`src/rtl/ipv4_header_build_and_fragment_macros.svh`:
```
`ifndef IPV4_HEADER_BUILD_AND_FRAGMENT_MACROS_SVH
`define IPV4_HEADER_BUILD_AND_FRAGMENT_MACROS_SVH

// check outside reset
`define IHBF_ASSERT(name, expr, msg) \
   name: assert property (@(posedge clock) disable iff (reset) (expr)) else $error(msg);

// check on every edge, reset included
`define IHBF_ASSERT_ALWAYS(name, expr, msg) \
   name: assert property (@(posedge clock) (expr)) else $error(msg);

`endif

```
`src/rtl/ihbf_pkg.sv`:
```
package ihbf_pkg;

   localparam int QDEPTH    = 4;
   localparam int QIDX_W    = $clog2(QDEPTH);
   localparam int QCNT_W    = $clog2(QDEPTH + 1);
   localparam int HDR_BYTES = 20;
   localparam int HDR_WORDS = 10;
   localparam int IDX_W     = 5;
   localparam int WSEL_W    = 4;

   localparam logic [7:0]       VERSION_IHL = 8'h45;
   localparam logic [15:0]      MF_BIT      = 16'h2000;
   localparam logic [IDX_W-1:0] CSUM_HI     = 5'd10;
   localparam logic [IDX_W-1:0] CSUM_LO     = 5'd11;

   localparam int CSR_INDEX_W = 3;
   localparam logic [CSR_INDEX_W-1:0] CSR_SOURCE_ADDR      = 3'd0;
   localparam logic [CSR_INDEX_W-1:0] CSR_SPLIT_THRESHOLD  = 3'd1;
   localparam logic [CSR_INDEX_W-1:0] CSR_FRAGMENT_PAYLOAD = 3'd2;
   localparam logic [CSR_INDEX_W-1:0] CSR_TIME_TO_LIVE     = 3'd3;
   localparam logic [CSR_INDEX_W-1:0] CSR_UPPER_PROTOCOL   = 3'd4;

   typedef struct packed {
      logic [7:0]  data_byte;
      logic [15:0] payload_length;
      logic [31:0] dest_addr;
   } req_type;

   typedef struct packed {
      logic [7:0] out_byte;
      logic       packet_end;
      logic       datagram_end;
      logic       run_end;
   } rsp_type;

   typedef struct packed {
      logic [31:0] source_addr;
      logic [15:0] split_threshold;
      logic [15:0] fragment_payload;
      logic [7:0]  time_to_live;
      logic [7:0]  upper_protocol;
   } cfg_type;

   typedef struct packed {
      logic [7:0]  data_byte;
      logic        hdr;
      logic [15:0] total_len;
      logic [15:0] id;
      logic [15:0] flags_off;
      logic [31:0] dest;
      logic        pend;
      logic        dend;
   } job_type;

   typedef struct packed {
      logic full;
      logic empty;
   } q_status_type;

   typedef logic [HDR_BYTES-1:0][7:0] hdr_bytes_type;
   typedef logic [HDR_WORDS-1:0][15:0] hdr_words_type;

   // header with the checksum field zero, first byte in the top element
   function automatic hdr_bytes_type hdr_build(job_type j, cfg_type c);
      return {VERSION_IHL, 8'h00, j.total_len, j.id, j.flags_off,
              c.time_to_live, c.upper_protocol, 16'h0000,
              c.source_addr, j.dest};
   endfunction

endpackage

```
`src/rtl/ipv4_header_build_and_fragment.sv`:
```
// channel   direction  handshake          payload
// req       in         req_push/req_full  req_data (byte, length, destination)
// rsp       out        rsp_pop/rsp_empty  rsp_data (byte, packet/datagram/run end)
// csr       in         csr_write          csr_index, csr_data
//
// One payload byte enters per cycle, unless req_full is high, into a four-entry job
// queue; the back end sends one packet byte per cycle unless held, so a fragment's
// first payload byte follows 20 header bytes; its other payload bytes have none.
// Reset is synchronous; no clearing pass.
// req_full rises when the job queue holds four jobs; rsp_pop low holds the back end while an output byte waits.

`include "ipv4_header_build_and_fragment_macros.svh"

module ipv4_header_build_and_fragment
   import ihbf_pkg::*;
(
   input  logic                   clock,
   input  logic                   reset,
   input  logic                   req_push,
   output logic                   req_full,
   input  req_type                req_data,
   output logic                   rsp_empty,
   input  logic                   rsp_pop,
   output rsp_type                rsp_data,
   input  logic                   csr_write,
   input  logic [CSR_INDEX_W-1:0] csr_index,
   input  logic [31:0]            csr_data
);

   cfg_type      cfg;
   job_type      front_job;
   job_type      q_data;
   q_status_type q_status;
   logic         accept;
   logic         q_pop;

   assign req_full = q_status.full;
   assign accept   = req_push && !q_status.full;

   ihbf_csr u_csr (
      .clock     (clock),
      .reset     (reset),
      .csr_write (csr_write),
      .csr_index (csr_index),
      .csr_data  (csr_data),
      .cfg       (cfg)
   );

   ihbf_front u_front (
      .clock  (clock),
      .reset  (reset),
      .cfg    (cfg),
      .accept (accept),
      .req    (req_data),
      .job    (front_job)
   );

   ihbf_queue u_queue (
      .clock     (clock),
      .reset     (reset),
      .push      (accept),
      .push_data (front_job),
      .pop       (q_pop),
      .pop_data  (q_data),
      .status    (q_status)
   );

   ihbf_back u_back (
      .clock     (clock),
      .reset     (reset),
      .cfg       (cfg),
      .q_empty   (q_status.empty),
      .q_data    (q_data),
      .q_pop     (q_pop),
      .rsp_empty (rsp_empty),
      .rsp_pop   (rsp_pop),
      .rsp_data  (rsp_data)
   );

   `IHBF_ASSERT(a_idle_after_reset, $past(reset) |-> rsp_empty, "output valid after reset")
   `IHBF_ASSERT(a_queue_sane, !(q_status.full && q_status.empty), "queue both full and empty")
   `IHBF_ASSERT(a_end_on_payload, (!rsp_empty && (rsp_data.packet_end || rsp_data.datagram_end)) |-> rsp_data.run_end, "end flag on a header byte")
   `IHBF_ASSERT(a_datagram_ends_packet, (!rsp_empty && rsp_data.datagram_end) |-> rsp_data.packet_end, "datagram end without packet end")

endmodule

```
`src/rtl/ihbf_csr.sv`:
```
module ihbf_csr
   import ihbf_pkg::*;
(
   input  logic                   clock,
   input  logic                   reset,
   input  logic                   csr_write,
   input  logic [CSR_INDEX_W-1:0] csr_index,
   input  logic [31:0]            csr_data,
   output cfg_type                cfg
);

   cfg_type cfg_ff, cfg_in;

   always_comb begin
      cfg_in = cfg_ff;
      if (csr_write) begin
         case (csr_index)
            CSR_SOURCE_ADDR:      cfg_in.source_addr      = csr_data;
            CSR_SPLIT_THRESHOLD:  cfg_in.split_threshold  = csr_data[15:0];
            CSR_FRAGMENT_PAYLOAD: cfg_in.fragment_payload = csr_data[15:0];
            CSR_TIME_TO_LIVE:     cfg_in.time_to_live     = csr_data[7:0];
            CSR_UPPER_PROTOCOL:   cfg_in.upper_protocol   = csr_data[7:0];
            default:              cfg_in = cfg_ff;
         endcase
      end
   end

   always_ff @(posedge clock) begin
      if (reset) begin
         cfg_ff.source_addr      <= 32'd0;
         cfg_ff.split_threshold  <= 16'd30;
         cfg_ff.fragment_payload <= 16'd24;
         cfg_ff.time_to_live     <= 8'd1;
         cfg_ff.upper_protocol   <= 8'd6;
      end else begin
         cfg_ff <= cfg_in;
      end
   end

   assign cfg = cfg_ff;

endmodule

```
`src/rtl/ihbf_front.sv`:
```
module ihbf_front
   import ihbf_pkg::*;
(
   input  logic    clock,
   input  logic    reset,
   input  cfg_type cfg,
   input  logic    accept,
   input  req_type req,
   output job_type job
);

   logic [15:0] bytes_done_ff, bytes_done_in;
   logic [15:0] remain_ff, remain_in;
   logic [15:0] frag_left_ff, frag_left_in;
   logic [15:0] id_ff, id_in;
   logic [31:0] dest_ff, dest_in;

   logic        first;
   logic [15:0] remain;
   logic [15:0] frag_left;
   logic [31:0] dest;
   logic [15:0] fp;
   logic        split;
   logic [15:0] plen;
   logic [15:0] cur_left;
   logic        hdr;

   always_comb begin
      first     = (bytes_done_ff == 16'd0);
      remain    = first ? ((req.payload_length == 16'd0) ? 16'd1 : req.payload_length)
                        : remain_ff;
      frag_left = first ? 16'd0 : frag_left_ff;
      dest      = first ? req.dest_addr : dest_ff;
      hdr       = (frag_left == 16'd0);
      fp        = (cfg.fragment_payload == 16'd0) ? 16'd1 : cfg.fragment_payload;
      split     = (remain > cfg.split_threshold) && (fp < remain);
      plen      = split ? fp : remain;
      cur_left  = hdr ? plen : frag_left;

      job.data_byte = req.data_byte;
      job.hdr       = hdr;
      job.total_len = plen + 16'd20;
      job.id        = id_ff;
      job.flags_off = (split ? MF_BIT : 16'd0) | bytes_done_ff;
      job.dest      = dest;
      job.pend      = (cur_left == 16'd1);
      job.dend      = (remain == 16'd1);

      bytes_done_in = bytes_done_ff;
      remain_in     = remain_ff;
      frag_left_in  = frag_left_ff;
      id_in         = id_ff;
      dest_in       = dest_ff;
      if (accept) begin
         dest_in = dest;
         if (job.dend) begin
            bytes_done_in = 16'd0;
            frag_left_in  = 16'd0;
            remain_in     = 16'd0;
            id_in         = id_ff + 16'd1;
         end else begin
            bytes_done_in = bytes_done_ff + 16'd1;
            remain_in     = remain - 16'd1;
            frag_left_in  = cur_left - 16'd1;
         end
      end
   end

   always_ff @(posedge clock) begin
      if (reset) begin
         bytes_done_ff <= 16'd0;
         remain_ff     <= 16'd0;
         frag_left_ff  <= 16'd0;
         id_ff         <= 16'd1;
         dest_ff       <= 32'd0;
      end else begin
         bytes_done_ff <= bytes_done_in;
         remain_ff     <= remain_in;
         frag_left_ff  <= frag_left_in;
         id_ff         <= id_in;
         dest_ff       <= dest_in;
      end
   end

endmodule

```
`src/rtl/ihbf_queue.sv`:
```
module ihbf_queue
   import ihbf_pkg::*;
(
   input  logic         clock,
   input  logic         reset,
   input  logic         push,
   input  job_type      push_data,
   input  logic         pop,
   output job_type      pop_data,
   output q_status_type status
);

   job_type             slot_ff [QDEPTH];
   logic [QIDX_W-1:0]   wr_ff, wr_in;
   logic [QIDX_W-1:0]   rd_ff, rd_in;
   logic [QCNT_W-1:0]   cnt_ff, cnt_in;
   logic                do_push, do_pop;

   always_comb begin
      status.full  = (cnt_ff == QCNT_W'(QDEPTH));
      status.empty = (cnt_ff == '0);
      do_push      = push && !status.full;
      do_pop       = pop && !status.empty;
      wr_in        = do_push ? wr_ff + 1'b1 : wr_ff;
      rd_in        = do_pop ? rd_ff + 1'b1 : rd_ff;
      cnt_in       = cnt_ff + QCNT_W'(do_push) - QCNT_W'(do_pop);
      pop_data     = slot_ff[rd_ff];
   end

   always_ff @(posedge clock) begin
      if (do_push) begin
         slot_ff[wr_ff] <= push_data;
      end
   end

   always_ff @(posedge clock) begin
      if (reset) begin
         wr_ff  <= '0;
         rd_ff  <= '0;
         cnt_ff <= '0;
      end else begin
         wr_ff  <= wr_in;
         rd_ff  <= rd_in;
         cnt_ff <= cnt_in;
      end
   end

endmodule

```
`src/rtl/ihbf_back.sv`:
```
module ihbf_back
   import ihbf_pkg::*;
(
   input  logic    clock,
   input  logic    reset,
   input  cfg_type cfg,
   input  logic    q_empty,
   input  job_type q_data,
   output logic    q_pop,
   output logic    rsp_empty,
   input  logic    rsp_pop,
   output rsp_type rsp_data
);

   job_type          cur_ff, cur_in;
   logic             cur_valid_ff, cur_valid_in;
   logic [IDX_W-1:0] idx_ff, idx_in;
   logic [15:0]      acc_ff, acc_in;
   rsp_type          out_ff, out_in;
   logic             out_valid_ff, out_valid_in;

   hdr_bytes_type    hb;
   hdr_words_type    hw;
   logic [15:0]      word;
   logic [16:0]      sum;
   logic [7:0]       hbyte;
   logic             out_ready;
   logic             step;
   logic             in_hdr;
   logic             done;
   logic             load;

   always_comb begin
      hb        = hdr_build(cur_ff, cfg);
      hw        = hb;
      word      = hw[WSEL_W'(HDR_WORDS - 1) - idx_ff[WSEL_W-1:0]];
      sum       = {1'b0, acc_ff} + {1'b0, word};
      out_ready = !out_valid_ff || rsp_pop;
      step      = cur_valid_ff && out_ready;
      in_hdr    = cur_ff.hdr && (idx_ff != IDX_W'(HDR_BYTES));
      done      = step && !in_hdr;
      load      = (!cur_valid_ff || done) && !q_empty;
      q_pop     = load;

      if (idx_ff == CSUM_HI) begin
         hbyte = ~acc_ff[15:8];
      end else if (idx_ff == CSUM_LO) begin
         hbyte = ~acc_ff[7:0];
      end else begin
         hbyte = hb[IDX_W'(HDR_BYTES - 1) - idx_ff];
      end

      cur_in       = load ? q_data : cur_ff;
      cur_valid_in = load ? 1'b1 : (done ? 1'b0 : cur_valid_ff);
      idx_in       = idx_ff;
      acc_in       = acc_ff;
      if (load) begin
         idx_in = '0;
         acc_in = 16'd0;
      end else if (step && in_hdr) begin
         idx_in = idx_ff + 1'b1;
         if (idx_ff < IDX_W'(HDR_WORDS)) begin
            acc_in = sum[15:0] + 16'(sum[16]);
         end
      end

      out_in       = out_ff;
      out_valid_in = out_valid_ff && !rsp_pop;
      if (step) begin
         out_valid_in        = 1'b1;
         out_in.out_byte     = in_hdr ? hbyte : cur_ff.data_byte;
         out_in.packet_end   = !in_hdr && cur_ff.pend;
         out_in.datagram_end = !in_hdr && cur_ff.dend;
         out_in.run_end      = !in_hdr;
      end
   end

   always_ff @(posedge clock) begin
      cur_ff <= cur_in;
      acc_ff <= acc_in;
      out_ff <= out_in;
   end

   always_ff @(posedge clock) begin
      if (reset) begin
         cur_valid_ff <= 1'b0;
         idx_ff       <= '0;
         out_valid_ff <= 1'b0;
      end else begin
         cur_valid_ff <= cur_valid_in;
         idx_ff       <= idx_in;
         out_valid_ff <= out_valid_in;
      end
   end

   assign rsp_empty = !out_valid_ff;
   assign rsp_data  = out_ff;

endmodule

```
`config.mk`:
```
export PLATFORM = sky130hd
export DESIGN_NAME = ipv4_header_build_and_fragment
export DESIGN_NICKNAME = d
export VERILOG_FILES = /design/src/rtl/ihbf_pkg.sv /design/src/rtl/ipv4_header_build_and_fragment.sv /design/src/rtl/ihbf_csr.sv /design/src/rtl/ihbf_front.sv /design/src/rtl/ihbf_queue.sv /design/src/rtl/ihbf_back.sv
export VERILOG_INCLUDE_DIRS = /design/src /design/src/rtl
export SDC_FILE = /design/constraint.sdc
export NUM_CORES = 1
export LEC_CHECK = 0
export ABC_CLOCK_PERIOD_IN_PS = 13900
export BUFFER_PORTS_ARGS = -buffer_cell sky130_fd_sc_hd__buf_2
export CELL_PAD_IN_SITES_DETAIL_PLACEMENT = 0
export CELL_PAD_IN_SITES_GLOBAL_PLACEMENT = 1
export CORE_ASPECT_RATIO = 0.9
export CORE_MARGIN = 10
export CORE_UTILIZATION = 45
export DETAILED_ROUTE_END_ITERATION = 10
export PLACE_DENSITY = 0.8
export SLEW_MARGIN = 10
export SYNTH_ARGS = -nofsm -noshare
export SYNTH_HDL_FRONTEND = slang
export SYNTH_HIERARCHICAL = 1
export SYNTH_SLANG_ARGS = --single-unit
export TNS_END_PERCENT = 20
```
`constraint.sdc`:
```
create_clock -name clock -period 13.9 [get_ports clock]
set_input_delay 1.39 -clock clock [delete_from_list [all_inputs] [get_ports clock]]
set_output_delay 1.39 -clock clock [all_outputs]
set_load 0.03 [all_outputs]
```
==> metrics.md <==
| Metric | Value |
|---|---|
| Area growth from synthesis to layout | `11.07%` |
| Inserted Clock Buffers | `71` |
| Sequential element share of the synthesized area | `0.5772` |
| Grt met2 use | `0.3067` |
| Hold Path Depth | `2` |
| Leakage power | `12.65 nW` |
| Busiest layer in global routing | `met2` |
| Total Wirelength | `83.27 mm` |
| Final setup fails | `0` |
| Post-Syn Area | `0.03146 sq mm` |
| CTS tree | `built` |
| Grt met3 use | `0.04072` |
| Top-count cell post-synth | `edfxtp_1` |
| CP arrival | `7170 ps` |
| Hold WC Path Type | `reg -> reg` |
| DIE HEIGHT | `270.8 um` |
| Most used DFF post-synth | `edfxtp_1` |
| RSZ-0062 raised after global routing | `no` |
| Worst EP required | `14,250 ps` |
| DPL Wire Length | `58.31 mm` |
| Initial antenna violation count | `2` |
| Worst Setup Start Kind | `flop` |
| Worst-Skew Late Latency | `630 ps` |
| # port buffers | `108` |
| RR Startpoint | `u_front/bytes_done_ff[0]` |
| CTS Sinks | `674` |
| Final net count | `2,620` |
| Pwr Density | `190.3 mW/mm^2` |
| Crit-path slowest cell | `nor3_2` |
| Worst-path fanout max | `24` |
| Number of post-CTS setup repair buffers | `0` |
| Top Family by Delay on Critical Path | `simple AND/OR/NAND/NOR gates` |
| Async SR Flop Fraction | `0` |
| Share of the synthesized area in the top cell type | `0.4448` |
| DIE AREA | `0.08090 sq mm` |
| Post-synth EDFFs | `466` |
| PnR worst setup slack | `7082 ps` |
| Clk root buf | `clkbuf_16` |
| WP depth | `20` |
| Area contributors post-synth | `edfxtp_1, dfxtp_1, mux4_2` |
| Fmax | `146.7 MHz` |
| Fin crit period | `6818 ps` |
| Yosys reg bits | `674` |
| Outcome | `completed` |
| Grt ovf | `0` |
| Crit. End Element | `flop` |
| Final hold viol count | `0` |
| GR Util All Layers | `0.2015` |
| Antenna fix cells | `0` |
| Crit path buf inv count | `4` |
| Top cells by instance count after synthesis | `edfxtp_1, nand2_1, dfxtp_1` |
| Tot Pwr | `6.649 mW` |
| Vias in the first global route | `19,438` |
| Final TNS setup | `0 ps` |
| Post-Syn Area per Cell | `13.12 sq um` |
| Clock skew | `25.86 ps` |
| Final GP Congestion | `0.9495` |
| Layout cell share with drive strength beyond 1 | `0.1811` |
| Post-CTS Resized | `0` |
| Slew @ Worst Pin | `1110 ps` |
| Crit path from | `u_front/bytes_done_ff[0]` |
| TritonRoute pass-1 iters | `6` |
| YS warnings | `6` |
| Final Non-Filler Cells | `3,443` |
| Number of DRC markers in iteration 0 | `1,862` |
| Max-cap viol count | `0` |
| Gate Count Post-Synth | `2,398` |
| Via count | `19,806` |
| Crit-path max cell delay | `720 ps` |
| Initial Util | `0.4567` |
| Pin count of the biggest net entering global routing | `82` |
| DP Cell Count | `3,311` |
| Max Slew Vio Count | `0` |
| Crit Path Category | `reg -> reg` |
| Library cells used by synthesis | `93` |
| Final Cycle Share | `0.4905` |
| CTS Hold Bufs | `0` |
| Biggest area consumer among synthesized cells | `edfxtp_1` |
| Syn nets | `2,564` |
| Placement Rows | `91` |
| Wirelength per Cell | `24.18 um` |
| Core Area | `0.06888 sq mm` |
| Die W | `298.7 um` |
| H-tree levels | `3` |
| GR Layer Usage met1 | `0.2864` |
| # IOs | `109` |
| Worst slack at placement | `7207 ps` |
| Drc violations | `0` |
| Vias per cell | `5.753` |
| Peak supply drop | `0.09841 mV` |
| First-pass GRT wire length | `124.6 mm` |
| Critical-path cell list | `inv_1, ha_1, or4b_1, nor4_2, buf_4, mux2i_1, inv_1, ha_1, and4_1, nand4_1, a311o_1, and3_4, nor3_2, mux2i_1, a22oi_2, inv_1, ha_1, nand2_1, or3_1, nor3_1` |
| Reg clk slew, reported paths | `60 ps` |
| FF-to-FF path depth | `20` |
| Rel. slew slack | `0.2570` |
| Hold Path Origin | `u_front/frag_left_ff[12]` |
| Max Root-Sink Buffers | `3` |
| Final antenna-violating net count | `0` |
==> worst paths after layout <==
path                                                  to  slack, ps
worst max register to register     u_queue/slot_ff[3][1]       7080
worst max-delay path               u_queue/slot_ff[3][1]       7080
worst min-delay path            u_front/frag_left_ff[12]        480
worst min register to register  u_front/frag_left_ff[12]        480
==> cells in the final DEF, fill, tap and decap left out, types with 68 or more instances in the layout <==
cell and n:
clkbuf_16 72, edfxtp_1 466, mux4_2 127, nand2_1 222
a21oi_1 85, mux2i_1 165, buf_2 107, dfxtp_1 204
nor2_1 186, ha_1 68, nand2b_1 116
==> final cells by class <==
class / instances / area, sq um
flip-flops and latches: 674 / 18170
clock buffers: 99 / 1977
well taps: 930 / 1164
inverters: 58 / 217.7
multi-input cells: 1503 / 12160
repair buffers: 146 / 832.0
clock inverters: 33 / 424.2
fillers: 5750 / 33940
==> cell families (layout without fill, tap and decap cells) <==
| group | Yosys count | in the layout | synth area share |
|---|---|---|---|
| mux | 312 | 312 | 0.1507 |
| simple gates | 725 | 725 | 0.1143 |
| compound gates | 299 | 299 | 0.06515 |
| buf+inv | 221 | 336 | 0.03735 |
| flops | 674 | 674 | 0.5772 |
| fa+ha+maj | 70 | 70 | 0.02832 |
| xor+xnor | 97 | 97 | 0.02701 |
==> routing by layer <==
metal / part of all wire / vias up
met5: 0.00024 / -
met4: 0.029 / 2
met3: 0.064 / 138
met2: 0.46 / 669
met1: 0.45 / 9970
li1: - / 9027
==> tightest hold or removal path, cell delays in order (launching register included) <==
cell and delay (ps):
dfxtp_1 330, nand2_1 60, o21ai_1 50
==> registers in the layout (all words and copies together), names as in the netlist, named ones only <==
name	count
u_queue/slot_ff	364
u_back/cur_ff	91
u_csr/cfg	80
u_front/dest_ff	32
u_back/acc_ff	16
u_front/bytes_done_ff	16
u_front/frag_left_ff	16
u_front/id_ff	16
u_front/remain_ff	16
u_back/rsp_data	11
u_back/idx_ff	5
u_queue/cnt_ff	3
u_queue/rd_ff	2
u_queue/wr_ff	2
u_back/cur_valid_ff	1
u_back/out_valid_ff	1
==> metrics by stage <==
step                      hold WS, ps    util  instance area (sq um)
after global placement          449.6  0.4724                  32540
after CTS                       475.6  0.5073                  34940
after detailed placement        467.0  0.4724                  32540
after global routing            501.3  0.5073                  34940
final                           476.4  0.5073                  34940
after floorplan                 433.1       -                  31460
==> power by group <==
part	internal (mW)	leakage [nW]	switching [mW]	total, mW
Clock	1.14	1.17	0.792	1.93
Sequential	2.68	6.11	0.278	2.96
Combinational	0.674	5.37	1.08	1.76
Total	4.50	12.6	2.15	6.65
Power figures use the tool's default switching activity.
